`src/hw/rtl/fcfs_schedule_timeline_top_macros.svh`:
```
// ----------------------------------------------------------------------------
// FCFS scheduler assertion macros
// Clocked assertion helpers shared by the scheduler RTL.
// ----------------------------------------------------------------------------
`ifndef FCFS_SCHEDULE_TIMELINE_TOP_MACROS_SVH
`define FCFS_SCHEDULE_TIMELINE_TOP_MACROS_SVH

`ifndef NO_ASSERTIONS
`define FCFS_ASSERT(lbl, prop, msg) \
  lbl: assert property (@(posedge clk_i) disable iff (!rst_ni) prop) else $error(msg);
`define FCFS_ASSERT_NEVER(lbl, expr, msg) \
  `FCFS_ASSERT(lbl, !(expr), msg)
`else
`define FCFS_ASSERT(lbl, prop, msg)
`define FCFS_ASSERT_NEVER(lbl, expr, msg)
`endif

`endif

```
`src/hw/rtl/fcfs_pkg.sv`:
```
// ----------------------------------------------------------------------------
// FCFS scheduler package
// Field widths, controller commands and status shared by the scheduler.
// ----------------------------------------------------------------------------
package fcfs_pkg;

  localparam int IN_W      = 16;
  localparam int CFG_W     = 16;
  localparam int TIME_W    = 22;
  localparam int RES_W     = 21;
  localparam int IDX_W     = 4;
  localparam int S_TDATA_W = 32;
  localparam int M_TDATA_W = 48;
  localparam int APB_AW    = 3;
  localparam int APB_DW    = 32;

  typedef enum logic [3:0] {
    CMD_NONE,
    CMD_LOAD,
    CMD_START,
    CMD_INIT,
    CMD_ORD_RD,
    CMD_TL_BEGIN,
    CMD_CUR_LD,
    CMD_CUR_AR,
    CMD_IN_RD,
    CMD_IN_AR,
    CMD_CMP,
    CMD_OUT_WR,
    CMD_TL_RD,
    CMD_TL_AR,
    CMD_TL_ADD,
    CMD_TL_OUT
  } cmd_e;

  typedef struct packed {
    logic full;
    logic i_last;
    logic j_last;
    logic out_free;
  } status_t;

endpackage

```
`src/hw/rtl/fcfs_ctrl.sv`:
```
// ----------------------------------------------------------------------------
// FCFS scheduler controller
// Sequences loading, order init, exchange sort and timeline emission.
// ----------------------------------------------------------------------------
`include "fcfs_schedule_timeline_top_macros.svh"

module fcfs_ctrl (
  input  logic             clk_i,
  input  logic             rst_ni,
  input  logic             s_tvalid_i,
  input  logic             s_tlast_i,
  output logic             s_tready_o,
  input  fcfs_pkg::status_t status_i,
  output fcfs_pkg::cmd_e   cmd_o
);

  localparam logic [3:0] S_IDLE      = 4'd0;
  localparam logic [3:0] S_INIT      = 4'd1;
  localparam logic [3:0] S_OUTER_RD  = 4'd2;
  localparam logic [3:0] S_OUTER_AR  = 4'd3;
  localparam logic [3:0] S_OUTER_CAP = 4'd4;
  localparam logic [3:0] S_IN_RD     = 4'd5;
  localparam logic [3:0] S_IN_AR     = 4'd6;
  localparam logic [3:0] S_IN_CMP    = 4'd7;
  localparam logic [3:0] S_OUTER_WR  = 4'd8;
  localparam logic [3:0] S_TL_RD     = 4'd9;
  localparam logic [3:0] S_TL_AR     = 4'd10;
  localparam logic [3:0] S_TL_ADD    = 4'd11;
  localparam logic [3:0] S_TL_OUT    = 4'd12;

  logic [3:0] state_q, state_d;

  assign s_tready_o = (state_q == S_IDLE);

  always_comb begin
    state_d = state_q;
    cmd_o   = fcfs_pkg::CMD_NONE;
    unique case (state_q)
      S_IDLE: begin
        if (s_tvalid_i) begin
          if (status_i.full || s_tlast_i) begin
            cmd_o   = fcfs_pkg::CMD_START;
            state_d = S_INIT;
          end else begin
            cmd_o = fcfs_pkg::CMD_LOAD;
          end
        end
      end
      S_INIT: begin
        cmd_o = fcfs_pkg::CMD_INIT;
        if (status_i.i_last) state_d = S_OUTER_RD;
      end
      S_OUTER_RD: begin
        if (status_i.i_last) begin
          cmd_o   = fcfs_pkg::CMD_TL_BEGIN;
          state_d = S_TL_RD;
        end else begin
          cmd_o   = fcfs_pkg::CMD_ORD_RD;
          state_d = S_OUTER_AR;
        end
      end
      S_OUTER_AR: begin
        cmd_o   = fcfs_pkg::CMD_CUR_LD;
        state_d = S_OUTER_CAP;
      end
      S_OUTER_CAP: begin
        cmd_o   = fcfs_pkg::CMD_CUR_AR;
        state_d = S_IN_RD;
      end
      S_IN_RD: begin
        cmd_o   = fcfs_pkg::CMD_IN_RD;
        state_d = S_IN_AR;
      end
      S_IN_AR: begin
        cmd_o   = fcfs_pkg::CMD_IN_AR;
        state_d = S_IN_CMP;
      end
      S_IN_CMP: begin
        cmd_o   = fcfs_pkg::CMD_CMP;
        state_d = status_i.j_last ? S_OUTER_WR : S_IN_RD;
      end
      S_OUTER_WR: begin
        cmd_o   = fcfs_pkg::CMD_OUT_WR;
        state_d = S_OUTER_RD;
      end
      S_TL_RD: begin
        cmd_o   = fcfs_pkg::CMD_TL_RD;
        state_d = S_TL_AR;
      end
      S_TL_AR: begin
        cmd_o   = fcfs_pkg::CMD_TL_AR;
        state_d = S_TL_ADD;
      end
      S_TL_ADD: begin
        cmd_o   = fcfs_pkg::CMD_TL_ADD;
        state_d = S_TL_OUT;
      end
      S_TL_OUT: begin
        if (status_i.out_free) begin
          cmd_o   = fcfs_pkg::CMD_TL_OUT;
          state_d = status_i.i_last ? S_IDLE : S_TL_RD;
        end
      end
      default: state_d = S_IDLE;
    endcase
  end

  always_ff @(posedge clk_i or negedge rst_ni) begin
    if (!rst_ni) begin
      state_q <= S_IDLE;
    end else begin
      state_q <= state_d;
    end
  end

  `FCFS_ASSERT(a_start_enters_init,
    (state_q == S_IDLE && s_tvalid_i && (status_i.full || s_tlast_i)) |=> state_q == S_INIT,
    "schedule start did not enter init")
  `FCFS_ASSERT_NEVER(a_state_range, state_q > S_TL_OUT, "controller in unused state code")

endmodule

```
`src/hw/rtl/fcfs_dp.sv`:
```
// ----------------------------------------------------------------------------
// FCFS scheduler datapath
// Job stores, order store, sort and timeline registers, output register.
// ----------------------------------------------------------------------------
`include "fcfs_schedule_timeline_top_macros.svh"

module fcfs_dp #(
  parameter int MAX_PROCS = 16
) (
  input  logic                              clk_i,
  input  logic                              rst_ni,
  input  fcfs_pkg::cmd_e                    cmd_i,
  output fcfs_pkg::status_t                 status_o,
  input  logic [fcfs_pkg::IN_W-1:0]         arrival_i,
  input  logic [fcfs_pkg::IN_W-1:0]         burst_i,
  input  logic [fcfs_pkg::CFG_W-1:0]        ctx_switch_i,
  input  logic                              out_ready_i,
  output logic                              out_valid_o,
  output logic [fcfs_pkg::IDX_W-1:0]        job_index_o,
  output logic [fcfs_pkg::RES_W-1:0]        turnaround_o,
  output logic [fcfs_pkg::RES_W-1:0]        waiting_o,
  output logic                              last_result_o
);

  localparam int CW = $clog2(MAX_PROCS + 1);
  localparam int IW = (MAX_PROCS > 1) ? $clog2(MAX_PROCS) : 1;
  localparam int TW = fcfs_pkg::TIME_W;
  localparam int NW = fcfs_pkg::IN_W;

  logic [NW-1:0] arr_mem [MAX_PROCS];
  logic [NW-1:0] bur_mem [MAX_PROCS];
  logic [IW-1:0] ord_mem [MAX_PROCS];

  logic [CW-1:0] count_q, i_q, j_q;
  logic [IW-1:0] cur_q, ord_rd_q;
  logic [NW-1:0] cur_arr_q, arr_rd_q, bur_rd_q;
  logic [TW-1:0] ct_q, fin_q, wt_q;
  logic          first_q;
  logic          out_valid_q;

  logic          store_we, ord_we, ord_re, arr_re, bur_re;
  logic [IW-1:0] ord_waddr, ord_wdata, ord_raddr;
  logic          greater;
  logic [TW-1:0] arr_ext, bur_ext, base, tat;
  logic          i_last;

  assign i_last  = ((CW+1)'(i_q) + (CW+1)'(1)) >= (CW+1)'(count_q);
  assign greater = cur_arr_q > arr_rd_q;
  assign arr_ext = TW'(arr_rd_q);
  assign bur_ext = TW'(bur_rd_q);
  assign base    = (first_q || (arr_ext > ct_q)) ? arr_ext : ct_q;
  assign tat     = fin_q - arr_ext;

  assign status_o.full     = (count_q == CW'(MAX_PROCS));
  assign status_o.i_last   = i_last;
  assign status_o.j_last   = ((CW+1)'(j_q) + (CW+1)'(1)) >= (CW+1)'(count_q);
  assign status_o.out_free = !out_valid_q || out_ready_i;

  always_comb begin
    store_we  = 1'b0;
    ord_we    = 1'b0;
    ord_re    = 1'b0;
    arr_re    = 1'b0;
    bur_re    = 1'b0;
    ord_waddr = i_q[IW-1:0];
    ord_wdata = cur_q;
    ord_raddr = i_q[IW-1:0];
    unique case (cmd_i)
      fcfs_pkg::CMD_LOAD:  store_we = 1'b1;
      fcfs_pkg::CMD_START: store_we = !status_o.full;
      fcfs_pkg::CMD_INIT: begin
        ord_we    = 1'b1;
        ord_wdata = i_q[IW-1:0];
      end
      fcfs_pkg::CMD_ORD_RD: ord_re = 1'b1;
      fcfs_pkg::CMD_CUR_LD: arr_re = 1'b1;
      fcfs_pkg::CMD_IN_RD: begin
        ord_re    = 1'b1;
        ord_raddr = j_q[IW-1:0];
      end
      fcfs_pkg::CMD_IN_AR: arr_re = 1'b1;
      fcfs_pkg::CMD_CMP: begin
        ord_we    = greater;
        ord_waddr = j_q[IW-1:0];
      end
      fcfs_pkg::CMD_OUT_WR: ord_we = 1'b1;
      fcfs_pkg::CMD_TL_RD:  ord_re = 1'b1;
      fcfs_pkg::CMD_TL_AR: begin
        arr_re = 1'b1;
        bur_re = 1'b1;
      end
      fcfs_pkg::CMD_NONE, fcfs_pkg::CMD_TL_BEGIN, fcfs_pkg::CMD_CUR_AR,
      fcfs_pkg::CMD_TL_ADD, fcfs_pkg::CMD_TL_OUT: ;
      default: ;
    endcase
  end

  always_ff @(posedge clk_i) begin
    if (store_we) begin
      arr_mem[count_q[IW-1:0]] <= arrival_i;
      bur_mem[count_q[IW-1:0]] <= burst_i;
    end
    if (ord_we) ord_mem[ord_waddr] <= ord_wdata;
    if (ord_re) ord_rd_q <= ord_mem[ord_raddr];
    if (arr_re) arr_rd_q <= arr_mem[ord_rd_q];
    if (bur_re) bur_rd_q <= bur_mem[ord_rd_q];
  end

  always_ff @(posedge clk_i) begin
    if (cmd_i == fcfs_pkg::CMD_CUR_LD) cur_q <= ord_rd_q;
    if (cmd_i == fcfs_pkg::CMD_CUR_AR) cur_arr_q <= arr_rd_q;
    if (cmd_i == fcfs_pkg::CMD_CMP && greater) begin
      cur_q     <= ord_rd_q;
      cur_arr_q <= arr_rd_q;
    end
    if (cmd_i == fcfs_pkg::CMD_TL_ADD) begin
      fin_q <= base + bur_ext;
      wt_q  <= base - arr_ext;
    end
    if (cmd_i == fcfs_pkg::CMD_TL_OUT) begin
      job_index_o   <= fcfs_pkg::IDX_W'(ord_rd_q);
      turnaround_o  <= tat[fcfs_pkg::RES_W-1:0];
      waiting_o     <= wt_q[fcfs_pkg::RES_W-1:0];
      last_result_o <= i_last;
    end
  end

  always_ff @(posedge clk_i or negedge rst_ni) begin
    if (!rst_ni) begin
      count_q     <= '0;
      i_q         <= '0;
      j_q         <= '0;
      ct_q        <= '0;
      first_q     <= 1'b0;
      out_valid_q <= 1'b0;
    end else begin
      if (cmd_i == fcfs_pkg::CMD_TL_OUT) begin
        out_valid_q <= 1'b1;
      end else if (out_ready_i) begin
        out_valid_q <= 1'b0;
      end
      unique case (cmd_i)
        fcfs_pkg::CMD_LOAD: count_q <= count_q + CW'(1);
        fcfs_pkg::CMD_START: begin
          if (!status_o.full) count_q <= count_q + CW'(1);
          i_q <= '0;
        end
        fcfs_pkg::CMD_INIT:   i_q <= i_last ? '0 : i_q + CW'(1);
        fcfs_pkg::CMD_CUR_LD: j_q <= i_q + CW'(1);
        fcfs_pkg::CMD_CMP:    j_q <= j_q + CW'(1);
        fcfs_pkg::CMD_OUT_WR: i_q <= i_q + CW'(1);
        fcfs_pkg::CMD_TL_BEGIN: begin
          i_q     <= '0;
          first_q <= 1'b1;
        end
        fcfs_pkg::CMD_TL_OUT: begin
          ct_q    <= fin_q + TW'(ctx_switch_i);
          first_q <= 1'b0;
          i_q     <= i_q + CW'(1);
          if (i_last) count_q <= '0;
        end
        fcfs_pkg::CMD_NONE, fcfs_pkg::CMD_ORD_RD, fcfs_pkg::CMD_CUR_AR,
        fcfs_pkg::CMD_IN_RD, fcfs_pkg::CMD_IN_AR, fcfs_pkg::CMD_TL_RD,
        fcfs_pkg::CMD_TL_AR, fcfs_pkg::CMD_TL_ADD: ;
        default: ;
      endcase
    end
  end

  assign out_valid_o = out_valid_q;

  `FCFS_ASSERT_NEVER(a_count_bound, count_q > CW'(MAX_PROCS), "job count above store depth")
  `FCFS_ASSERT(a_no_overwrite, cmd_i == fcfs_pkg::CMD_TL_OUT |-> (!out_valid_q || out_ready_i),
    "result register overwritten while held")
  `FCFS_ASSERT(a_count_cleared, (cmd_i == fcfs_pkg::CMD_TL_OUT && i_last) |=> count_q == '0,
    "job count not cleared after final result")
  `FCFS_ASSERT(a_load_not_full, cmd_i == fcfs_pkg::CMD_LOAD |-> !status_o.full,
    "job stored while store full")

endmodule

```
`src/hw/rtl/fcfs_schedule_timeline_top.sv`:
```
// ----------------------------------------------------------------------------
// FCFS schedule timeline top
// Loads jobs, sorts by arrival and emits turnaround/waiting per job.
// Jobs load at one per cycle; the last job, or a job offered to a full store
// (that job is dropped), starts the schedule, during which no job is taken.
// The schedule runs order init, an exchange sort (single-port order store),
// then emits results as the output takes them, from a registered stage.
// Reset (async, active low) clears control, job count, timeline and register.
// ----------------------------------------------------------------------------
module fcfs_schedule_timeline_top #(
  parameter int MAX_PROCS = 16
) (
  input  logic                              clk_i,
  input  logic                              rst_ni,
  // tdata: arrival_time[15:0], burst_time[31:16]
  input  logic [fcfs_pkg::S_TDATA_W-1:0]    s_axis_tdata_i,
  input  logic                              s_axis_tvalid_i,
  input  logic                              s_axis_tlast_i,
  output logic                              s_axis_tready_o,
  // tdata: job_index[3:0], turnaround[24:4], waiting[45:25], zero pad[47:46]
  output logic [fcfs_pkg::M_TDATA_W-1:0]    m_axis_tdata_o,
  output logic                              m_axis_tvalid_o,
  output logic                              m_axis_tlast_o,
  input  logic                              m_axis_tready_i,
  input  logic                              psel,
  input  logic                              penable,
  input  logic                              pwrite,
  input  logic [fcfs_pkg::APB_AW-1:0]       paddr,
  input  logic [fcfs_pkg::APB_DW-1:0]       pwdata,
  output logic [fcfs_pkg::APB_DW-1:0]       prdata,
  output logic                              pready
);

  localparam int PAD_W = fcfs_pkg::M_TDATA_W - fcfs_pkg::IDX_W - 2 * fcfs_pkg::RES_W;

  fcfs_pkg::cmd_e    cmd;
  fcfs_pkg::status_t status;

  logic [fcfs_pkg::CFG_W-1:0] ctx_switch_q;
  logic [fcfs_pkg::IDX_W-1:0] job_index;
  logic [fcfs_pkg::RES_W-1:0] turnaround, waiting;
  logic                       reg0_sel;

  assign pready   = 1'b1;
  assign reg0_sel = !paddr[2];
  assign prdata   = reg0_sel ? fcfs_pkg::APB_DW'(ctx_switch_q) : '0;

  always_ff @(posedge clk_i or negedge rst_ni) begin
    if (!rst_ni) begin
      ctx_switch_q <= '0;
    end else if (psel && penable && pwrite && pready && reg0_sel) begin
      ctx_switch_q <= pwdata[fcfs_pkg::CFG_W-1:0];
    end
  end

  fcfs_ctrl u_ctrl (
    .clk_i      (clk_i),
    .rst_ni     (rst_ni),
    .s_tvalid_i (s_axis_tvalid_i),
    .s_tlast_i  (s_axis_tlast_i),
    .s_tready_o (s_axis_tready_o),
    .status_i   (status),
    .cmd_o      (cmd)
  );

  fcfs_dp #(
    .MAX_PROCS (MAX_PROCS)
  ) u_dp (
    .clk_i         (clk_i),
    .rst_ni        (rst_ni),
    .cmd_i         (cmd),
    .status_o      (status),
    .arrival_i     (s_axis_tdata_i[fcfs_pkg::IN_W-1:0]),
    .burst_i       (s_axis_tdata_i[2*fcfs_pkg::IN_W-1:fcfs_pkg::IN_W]),
    .ctx_switch_i  (ctx_switch_q),
    .out_ready_i   (m_axis_tready_i),
    .out_valid_o   (m_axis_tvalid_o),
    .job_index_o   (job_index),
    .turnaround_o  (turnaround),
    .waiting_o     (waiting),
    .last_result_o (m_axis_tlast_o)
  );

  assign m_axis_tdata_o = {{PAD_W{1'b0}}, waiting, turnaround, job_index};

endmodule

```
`config.mk`:
```
export PLATFORM = sky130hd
export DESIGN_NAME = fcfs_schedule_timeline_top
export DESIGN_NICKNAME = d
export VERILOG_FILES = /design/src/hw/rtl/fcfs_pkg.sv /design/src/hw/rtl/fcfs_ctrl.sv /design/src/hw/rtl/fcfs_dp.sv /design/src/hw/rtl/fcfs_schedule_timeline_top.sv
export VERILOG_INCLUDE_DIRS = /design/src /design/src/hw/rtl
export SDC_FILE = /design/constraint.sdc
export NUM_CORES = 1
export LEC_CHECK = 0
export BUFFER_PORTS_ARGS = -buffer_cell sky130_fd_sc_hd__buf_2
export CAP_MARGIN = 10
export CORE_MARGIN = 3
export CORE_UTILIZATION = 40
export CTS_CLUSTER_DIAMETER = 40
export DETAILED_ROUTE_END_ITERATION = 10
export PLACE_DENSITY = 0.63
export SYNTH_ARGS = -nofsm -noshare
export SYNTH_HDL_FRONTEND = slang
export SYNTH_SLANG_ARGS = --single-unit
```
`constraint.sdc`:
```
create_clock -name clk_i -period 5.4 [get_ports clk_i]
set_input_delay 0 -clock clk_i [delete_from_list [all_inputs] [get_ports clk_i]]
set_output_delay 0 -clock clk_i [all_outputs]
set_load 0.05 [all_outputs]
```
### Yosys cells after proc, flatten, opt, wreduce, memory -nomap -nowiden

Memories as Yosys holds them, arrays and structs flattened. A register that Yosys moved wholly into a read port is not among the register bits.
Index checks and enable logic that the tools add are counted.

* logic and storage cells: 131
* RAM bits: 576
* output and inout port bits: 84
* memories: 3
* input port bits: 75
* bits in registers: 169

Memory list
* u_dp.arr_mem: depth 16, width 16, rd ports 1, clocked after Yosys merged registers in 1, wr ports 1, line fcfs_dp.sv:30 `logic [NW-1:0] arr_mem [MAX_PROCS];`
* u_dp.bur_mem: depth 16, width 16, rd ports 1, clocked after Yosys merged registers in 1, wr ports 1, line fcfs_dp.sv:31 `logic [NW-1:0] bur_mem [MAX_PROCS];`
* u_dp.ord_mem: depth 16, width 4, rd ports 1, clocked after Yosys merged registers in 1, wr ports 1, line fcfs_dp.sv:32 `logic [IW-1:0] ord_mem [MAX_PROCS];`

* add/subtract/negate cells: 9
* reduce and logical (&&, ||, !) cells: 25
* magnitude comparators: 4
* mux-type cells: 40
* equality and inequality tests: 34

Operators by type and width (number)
* $pmux 4 s13: 2
* $mux 4: 14
* $eq 4x4->1 const B: 13
* $mux 16: 3
* $add 22x16->22: 2
* $sub 21x16->21: 2
* $eq 4x3->1 const B: 8
* $pmux 5 s3: 2
* $gt 16x22->1: 1
* $mux 22: 1
* $eq 4x2->1 const B: 4
* $gt 16x16->1: 1
* $add 5x1->5 const B: 3
* $mux 5: 3
* $add 5x1->6 const B: 2
* $ge 6x5->1: 2
* $mux 1: 10
* $pmux 5 s2: 1
* $reduce_bool 2->1: 5
* $eq 4x1->1 const B: 2
* $ne 2x2->1 const B: 4
* $pmux 1 s2: 3
* $reduce_bool 3->1: 2
* $reduce_or 2->1: 3
* other kinds (10): 19

### Depth between registers and ports, before layout

Gate-level depths: netlist of run 1.

* depth in word-level cells: 10
* gate-level depth with buffers: 20

### By module

From an unflattened synthesis of run 1, not the netlist that was laid out.

* cell total of the unflattened synthesis: 2036
* area, all modules: 34296.6 µm²

Modules (own cells, without submodules)
* fcfs_dp: cells an instance 1907, area each 32932.8 µm², sequential area each 22656.7 µm², times used 1
* fcfs_schedule_timeline_top: cells an instance 72, area each 914.6 µm², sequential area each 400.4 µm², times used 1
* fcfs_ctrl: cells an instance 57, area each 449.2 µm², sequential area each 100.1 µm², times used 1

### Least setup slack after synthesis of run 1

OpenSTA, ideal clock, no wires.

* kind: reg2reg
* start: reg u_ctrl.state_q[0]
* end: mem u_dp.arr_mem[10][0] (netlist bit), enable pin
* setup time: 0.502 ns
* data arrival time: 5.858 ns
* period minus slack after synthesis: 6.360 ns
* setup slack: -0.960 ns
* stages on the path, launching flop included: 5
* cells stage by stage: dfrtp_1 > buf_6 > nor4_1 > nand2_1 > nor4_1

* word-level cells in the longest chain between the ends: 6
* elaborated cells between the ends (all ways): 19

RTL lines
* start: declaration: line fcfs_ctrl.sv:31 `logic [3:0] state_q, state_d;`
* start signal: assignment: line fcfs_ctrl.sv:112 `state_q <= state_d;`
* $logic_not 4->1 (*)
* via s_axis_tready_o: line fcfs_schedule_timeline_top.sv:19 `output logic s_axis_tready_o,`
* $pmux 4 s13 (*): line fcfs_ctrl.sv:38 `unique case (state_q)`
* $eq 4x2->1 or $eq 4x1->1 (tied branches): line fcfs_dp.sv:68 `unique case (cmd_i)`
* $pmux 1 s2 (*): line fcfs_dp.sv:68
* $mux 1 (*): line fcfs_dp.sv:99 `if (store_we) begin`
* $mux 1 (not written as such) (*): line fcfs_dp.sv:100 `arr_mem[count_q[IW-1:0]] <= arrival_i;`
* end: declaration: line fcfs_dp.sv:30

Mark *: on every way through the listed nets, which the timed path passes. The rest lies on a longest branch.

### Final worst setup path of run 1

* start: reg u_dp.arr_rd_q[13], read port of u_dp.arr_mem
* end: reg u_dp.fin_q[20], data pin

* word-level cells in the longest chain between the ends: 4

RTL lines
* start: declaration: line fcfs_dp.sv:36 `logic [NW-1:0] cur_arr_q, arr_rd_q, bur_rd_q;`
* $gt 16x22->1: line fcfs_dp.sv:51 `assign base = (first_q || (arr_ext > ct_q)) ? arr_ext : ct_q;`
* $logic_or 1x1->1: line fcfs_dp.sv:51
* $mux 22 (*): line fcfs_dp.sv:51
* $add 22x16->22 (*): line fcfs_dp.sv:117 `fin_q <= base + bur_ext;`
* end signal: assignment: line fcfs_dp.sv:117
* end: declaration: line fcfs_dp.sv:37 `logic [TW-1:0] ct_q, fin_q, wt_q;`

Every way passes the cells marked *; elsewhere a longest branch is shown, timed or not.
A chain may end at the register's enable or synchronous reset.

==> summary.md, run 1 <==
| Metric | Value |
|---|---|
| Worst Path Required | `5.80 ns` |
| Hold Vio Cnt, Final | `0` |
| Final setup vio count | `0` |
| Core area | `83800 um2` |
| Die Footprint | `88300 um2` |
| Fin. max-slew vios | `0` |
| DR top layer | `met5` |
| Htree depth | `3` |
| Grt ovf | `0` |
| Number of global-route vias before repair | `19.2k` |
| Final WL | `78500 um` |
| Mapped Area | `33900 um2` |
| Port Buffers | `121` |
| Minimum clock period after layout | `4.81 ns` |
| Routed met3 length | `5590 um` |
| Site Rows | `106` |
| Post-route DRC | `0` |
| Max incr delay on CP | `0.44 ns` |
| Ys async rst share | `7.55%` |
| Maximum VDD drop | `0.296 mV` |
| Worst-Margin Slew | `1.01 ns` |
| CP startpoint kind | `flip-flop` |
| Slowest CP cell | `edfxtp_1` |
| Status | `finished clean` |
| Clk slew on worst S/H paths | `0.05 ns` |
| Hold Path Class | `primary input to asynchronous set/reset pin` |
| Metal2 WL | `38100 um` |
| DRT met1 WL | `32600 um` |
| First-pass GRT wire length | `119000 um` |
| Synth Flop Type | `edfxtp_1` |
| Post-route cell area | `40000 um2` |
| Io pins | `159` |
| Mapped Cells | `1968` |
| Overall power | `22.9 mW` |
| Vias per cell | `5.37` |
| Pleak | `13.9 nW` |
| Max Cap Viol | `0` |
| First-pass DRT Iterations | `5` |
| Vias | `18.4k` |
| Worst skew pair latency | `0.69 ns` |
| Final Skew | `0.0641 ns` |
| Chip width | `297 um` |
| Layout cells sized above 1 | `24.2%` |
| Clock Path Buffers | `3` |
| Fmax | `208 MHz` |
| All-Layer GR Usage | `17.8%` |
| Initial DRC count | `1506` |
| Nets | `2401` |
| Fin crit share | `89.1%` |
| Die height | `297 um` |
| Root Buffer | `clkbuf_16` |
| EDFF count, synth | `722` |
| Cell Area, Placed | `36000 um2` |
| Critical Path AT | `5.21 ns` |
| Clock sinks | `781` |
| DR WL/cell | `22.9 um` |
| Yosys warnings | `0` |
| Starting density of the core | `40.4%` |
| Slew HR | `32.7%` |
| Crit path max fanout | `10` |
| Area delta synth->final | `18.0%` |
| CTS tree | `done` |
| DP HPWL | `48500 um` |
| RD Place Congestion | `0.879` |
| Syn_area_per_cell | `17.2 um2` |
| Unrepaired setup endpoints after global routing | `false` |
| CP Capture Type | `flip-flop` |
| Largest net degree at the start of global routing | `114` |
| Initial antenna violation count | `7` |
| Detail Route Antenna Nets | `0` |
| CP cell instances | `ha_1 > nand4_1 > nor2_1 > nand4_1 > a31oi_1 > a21o_1 > nand2_1 > o21ai_0 > ha_1 > fa_1 > a21oi_1 > nand4b_1 > a21oi_1 > nor2_1 > o31ai_1 > nor3b_1 > mux2_2` |
| Sequential cell area fraction in the yosys report | `68.3%` |
| CTS Buf Count | `100` |
| Kind of critical path | `flip-flop to flip-flop` |
| FF+latch count, synth | `781` |
| Unique masters post-synth | `70` |
| Post-CTS setup buffer count | `0` |
| PwrDens | `572 nW/um2` |
==> worst paths after layout <==
path | startpoint | endpoint | slack [ns] | depth (start not counted)
min in group clk_i | s_axis_tlast_i | u_dp.i_q[1] | 0.12 | 5
min | rst_ni | ctx_switch_q[6] | 0.09 | 3
max in group asynchronous | rst_ni | u_dp.i_q[4] | 4.71 | 3
max reg2reg | u_dp.arr_rd_q[13] | u_dp.fin_q[20] | 0.59 | 17
min reg2reg | u_dp.wt_q[5] | u_dp.waiting_o[5] | 0.40 | 0
max | u_dp.arr_rd_q[13] | u_dp.fin_q[20] | 0.59 | 17
==> per-stage QoR <==
stage               setup slack [ns]  setup TNS (ns)  utilization [%]  hold WS, ns  std cells
floorplan                     -0.960         -122.89                -       -0.296       1985
finish                         0.591               0             47.7       0.0860       3433
global route                   0.113               0             47.7       0.0927       3429
global placement               0.599               0             42.9        0.235       3189
CTS                            0.568               0             47.7       0.0553       3427
detailed placement             0.569               0             42.9        0.237       3189
==> placed cells by master, fill, tap and decap left out, types with 17 or more instances in the layout <==
cell           Yosys  final
o21a_1            25     25
xor2_1            26     26
edfxtp_1         722    722
nand2_1           80     80
a211oi_1          17     17
a21o_1            36     36
ha_1             112    112
dfrtp_1           59     59
mux2_2            23     23
buf_4             19     38
inv_1             67     66
nand3_1           20     20
nor2_1            71     66
mux4_2           174    174
xnor2_1           46     46
o21ai_0           88     88
clkbuf_16          0    100
a21oi_1           64     63
buf_2              4    121
nor3_1            37     33
clkinvlp_4         0     17
dlygate4sd3_1      0     52
conb_1             2     19
nor2b_1           33     33
==> Yosys cell counts, types with 4 or more instances <==
cell      number  area [um2]
edfxtp_1     722       21700
mux4_2       174        3920
ha_1         112        1400
o21ai_0       88         440
nand2_1       80         300
nor2_1        71         267
inv_1         67         251
a21oi_1       64         320
dfrtp_1       59        1480
clkbuf_1      50         188
xnor2_1       46         403
nor3_1        37         185
a21o_1        36         270
nor2b_1       33         206
xor2_1        26         228
o21a_1        25         188
mux2_2        23         259
nand3_1       20         100
buf_4         19         143
a211oi_1      17         128
buf_1         15        56.3
nand2b_1      13        81.3
o211ai_1      13        97.6
o31ai_1       12        90.1
and3_1        11        68.8
nand4_1       10        62.6
a31oi_1        9        56.3
nor3b_1        9        67.6
mux2i_1        8        80.1
o21bai_1       7        52.6
and2_1         6        37.5
nor4_1         6        37.5
o22ai_1        5        31.3
buf_2          4        20.0
fa_1           4        80.1
o31a_1         4        35.0
or2_2          4        25.0
or3_1          4        25.0
or4_1          4        30.0
==> where the power goes <==
group	leakage (nW)	switching, mW	internal (mW)
logic	5.05	4.62	3.50
registers	7.23	0.448	7.58
clock network	1.63	2.68	4.06
==> timing repair <==
item	4_1_cts	5_1_grt
hold endpoints to repair	591	0
gates resized for setup	0	0
hold buffers	52	0
setup endpoints to repair	0	0
==> worst max-delay path, delay by kind of cell (launching register included) <==
| family | cells | cell delay (ns) |
|---|---|---|
| flops | 1 | 0.44 |
| fa+ha+maj | 3 | 0.84 |
| mux | 1 | 0.36 |
| compound gates | 6 | 1.71 |
| simple gates | 7 | 1.24 |
==> state kept, by name, indices dropped and copies added, names as in the netlist, 5 cells and up <==
register	count
u_dp.fin_q	22
u_dp.count_q	5
u_dp.cur_arr_q	16
u_dp.i_q	5
u_dp.arr_rd_q	16
u_dp.bur_rd_q	16
u_dp.bur_mem	256
u_dp.ord_mem	64
u_dp.turnaround_o	21
u_dp.j_q	5
ctx_switch_q	16
u_dp.wt_q	21
u_dp.arr_mem	256
u_dp.ct_q	22
u_dp.waiting_o	21
==> cells by family (layout without fill, tap and decap cells) <==
group | Yosys count | count (layout) | synth area share (%)
buf+inv | 158 | 467 | 2.03
other cells | 2 | 24 | 0.0222
fa+ha+maj | 116 | 116 | 4.37
flops | 781 | 781 | 68.3
xor+xnor | 72 | 72 | 1.86
compound gates | 313 | 313 | 5.93
mux | 208 | 208 | 12.8
simple gates | 318 | 318 | 4.72
==> per-layer routing <==
metal  vias to the layer above  GRT usage (%)
met5                         -              0
met1                      9302           23.7
li1                       8326              -
met3                       144           3.85
met4                         4           6.26
met2                       662           29.1
==> layout make-up <==
class	instances	area, um2
antenna	5	12.5
sequential	781	23200
tap	1134	1420
multi-input combinational	1046	10200
fill	7024	43800
clock buffer	113	2550
timing repair buffer	213	1450
clock inverter	73	925
inverter	68	258
No activity file was read; power rests on OpenSTA's default activity.
==> run 2, diff against run 1 <==
Settings changed: CTS_BUF_LIST set to sky130_fd_sc_hd__clkbuf_2.
==> run 2 against run 1 <==
Worst setup slack lost 0.057 ns. Largest power group unchanged. Final cell count grew 7.0%. Largest cell class unchanged. Non-clock buffer count grew 78.
==> summary.md, run 2 (synthesis results as in run 1) <==
| Metric | Value |
|---|---|
| Minimum clock period after layout | `4.87 ns (was 4.81 ns)` |
| Post-route DRC | `0 (unchanged)` |
| Critical Path AT | `6.03 ns (was 5.21 ns)` |
| Die height | `297 um (unchanged)` |
| Clock Path Buffers | `3 (unchanged)` |
| Status | `finished clean (unchanged)` |
| Vias per cell | `5.26 (was 5.37)` |
| Reg power frac | `40.1% (was 35.1%)` |
| First-pass DRT Iterations | `6 (was 5)` |
| Port Buffers | `121 (unchanged)` |
| CP Capture Type | `flip-flop (unchanged)` |
| Nets | `2569 (was 2401)` |
| Pleak | `13.9 nW (about the same)` |
| DP HPWL | `48500 um (unchanged)` |
| Number of global-route vias before repair | `20.3k (was 19.2k)` |
| Final setup vio count | `0 (unchanged)` |
| Fin. max-slew vios | `0 (unchanged)` |
| Layout cells sized above 1 | `27.0% (was 24.2%)` |
| Clk slew on worst S/H paths | `0.11 ns (was 0.05 ns)` |
| Final Skew | `0.132 ns (was 0.0641 ns)` |
| DR WL/cell | `21.7 um (was 22.9 um)` |
| Reg2Reg Launch Point | `u_dp.arr_rd_q[13] (unchanged)` |
| Post-CTS resize count | `0 (unchanged)` |
| Site Rows | `106 (unchanged)` |
| Fin crit share | `90.1% (was 89.1%)` |
| CTS tree | `done (unchanged)` |
| Final Util | `46.6% (was 47.7%)` |
| Root Buffer | `clkbuf_2 (was clkbuf_16)` |
| Largest net degree at the start of global routing | `114 (unchanged)` |
| Grt ovf | `0 (unchanged)` |
| Commonest non-fill, non-tap cells in the layout | `edfxtp_1 (722), clkbuf_2 (268), mux4_2 (174) (was edfxtp_1 (722), mux4_2 (174), buf_2 (121))` |
| Hold_buf cts | `130 (was 52)` |
| Commonest non-fill, non-tap cell in the layout | `edfxtp_1 (unchanged)` |
| Initial DRC count | `1618 (was 1506)` |
| Chip width | `297 um (unchanged)` |
| R2R setup slack | `0.53 ns (was 0.59 ns)` |
| Post-CTS setup buffer count | `0 (unchanged)` |
| Post-route cell area | `39000 um2 (was 40000 um2)` |
| Clock sinks | `781 (unchanged)` |
| Slew HR | `33.2% (was 32.7%)` |
| Combinational share of power | `41.1% (was 35.5%)` |
| Area delta synth->final | `15.2% (was 18.0%)` |
| Cell Area, Placed | `36000 um2 (unchanged)` |
| NetSw | `7.41 mW (was 7.75 mW)` |
| Vias | `19.3k (was 18.4k)` |
| Hold Vio Cnt, Final | `0 (unchanged)` |
| Hold depth | `3` |
| First-pass GRT wire length | `122000 um (was 119000 um)` |
| Final WL | `79700 um (was 78500 um)` |
| Kind of critical path | `flip-flop to flip-flop (unchanged)` |
| Worst-Margin Slew | `1.00 ns (was 1.01 ns)` |
| Switching fraction of total power | `37.1% (was 33.9%)` |
| R2R depth | `17 (unchanged)` |
| Share of total power in the clock network | `18.8% (was 29.4%)` |
| Hold Path Class | `primary input to flip-flop (was primary input to asynchronous set/reset pin)` |
| PwrDens | `511 nW/um2 (was 572 nW/um2)` |
| R2r endpoint | `u_dp.fin_q[20] (unchanged)` |
| P_int | `12.6 mW (was 15.1 mW)` |
| Hold path startpoint | `s_axis_tdata_i[20]` |
| Starting density of the core | `40.4% (unchanged)` |
| RD Place Congestion | `0.879 (unchanged)` |
| Initial antenna violation count | `9 (was 7)` |
| Final-layout fill cell count | `7298 (was 7024)` |
| Overall power | `20.0 mW (was 22.9 mW)` |
| Die Footprint | `88300 um2 (unchanged)` |
| Core area | `83800 um2 (unchanged)` |
| CP startpoint kind | `flip-flop (unchanged)` |
| Io pins | `159 (unchanged)` |
| All-Layer GR Usage | `18.2% (was 17.8%)` |
| Fmax | `205 MHz (was 208 MHz)` |
| Maximum VDD drop | `0.297 mV (was 0.296 mV)` |
| CTS Buf Count | `190 (was 100)` |
| Unrepaired setup endpoints after global routing | `false (unchanged)` |
| Worst Hold End | `u_dp.bur_mem[8][4]` |
| Max Cap Viol | `0 (unchanged)` |
| Worst Path Required | `6.56 ns (was 5.80 ns)` |
| Crit path max fanout | `10 (unchanged)` |
| Detail Route Antenna Nets | `0 (unchanged)` |
| Htree depth | `4 (was 3)` |
| Worst skew pair latency | `1.45 ns (was 0.69 ns)` |
## run 2: metrics by stage
stage               std cells  TNS [ns]  hold WS, ns  setup WS (ns)
finish                   3673         0        0.190          0.534
global route             3664         0        0.121          0.143
CTS                      3660         0     0.000753          0.576
detailed placement       3189         0        0.237          0.569
global placement         3189         0        0.235          0.599
floorplan                1985   -122.89       -0.296         -0.960
## run 2: power by group through the flow
stage	Clock (mW)	Combinational, mW	Sequential [mW]
floorplan	0	5.98	7.99
global placement	0	7.98	8.12
detailed placement	0	8.11	8.15
CTS	3.91	8.26	8.01
global route	4.24	9.01	8.08
finish	3.75	8.20	8.01
## run 2: worst max-delay path by stage
stage,startpoint,to,depth (start not counted)
detailed placement,u_dp.arr_rd_q[13],u_dp.fin_q[20],15
floorplan,u_ctrl.state_q[0],u_dp.arr_mem[10][0],4
global route,u_dp.arr_rd_q[7],u_dp.fin_q[20],15
global placement,u_dp.arr_rd_q[13],u_dp.wt_q[17],17
finish,u_dp.arr_rd_q[13],u_dp.fin_q[20],17
CTS,u_dp.arr_rd_q[13],u_dp.wt_q[19],17
## run 2: routing by layer
metal | share of wire (%) | wire (um) | track usage [%] | vias up
met4 | 2.3 | 1830 | 6.87 | 4
met1 | 42 | 33700 | 23.5 | 9725
met3 | 5.8 | 4620 | 4.03 | 135
met2 | 50 | 39500 | 30.2 | 643
met5 | 0.034 | 27 | 0 | -
li1 | - | - | - | 8802
## run 2: layout make-up
class	count	area [um2]	share of cell area (%)
clock inverters	73	365	0.936
diodes	12	30.0	0.0769
multi-input cells	1046	10200	26.2
inverters	68	258	0.660
well taps	1134	1420	3.63
clock buffers	268	1340	3.44
repair buffers	291	2240	5.75
flip-flops and latches	781	23200	59.3
## run 2: worst max-delay path, cell delays in order (launching register included)
cell and delay, ns:
edfxtp_1 0.47, ha_1 0.36, nand4_1 0.10, nor2_1 0.20
nand4_1 0.18, a31oi_1 0.38, a21o_1 0.39, nand2_1 0.12
o21ai_0 0.11, ha_1 0.25, fa_1 0.24, a21oi_1 0.10
nand4b_1 0.22, a21oi_1 0.31, nor2_1 0.13, o31ai_1 0.44
nor3b_1 0.26, mux2_2 0.36
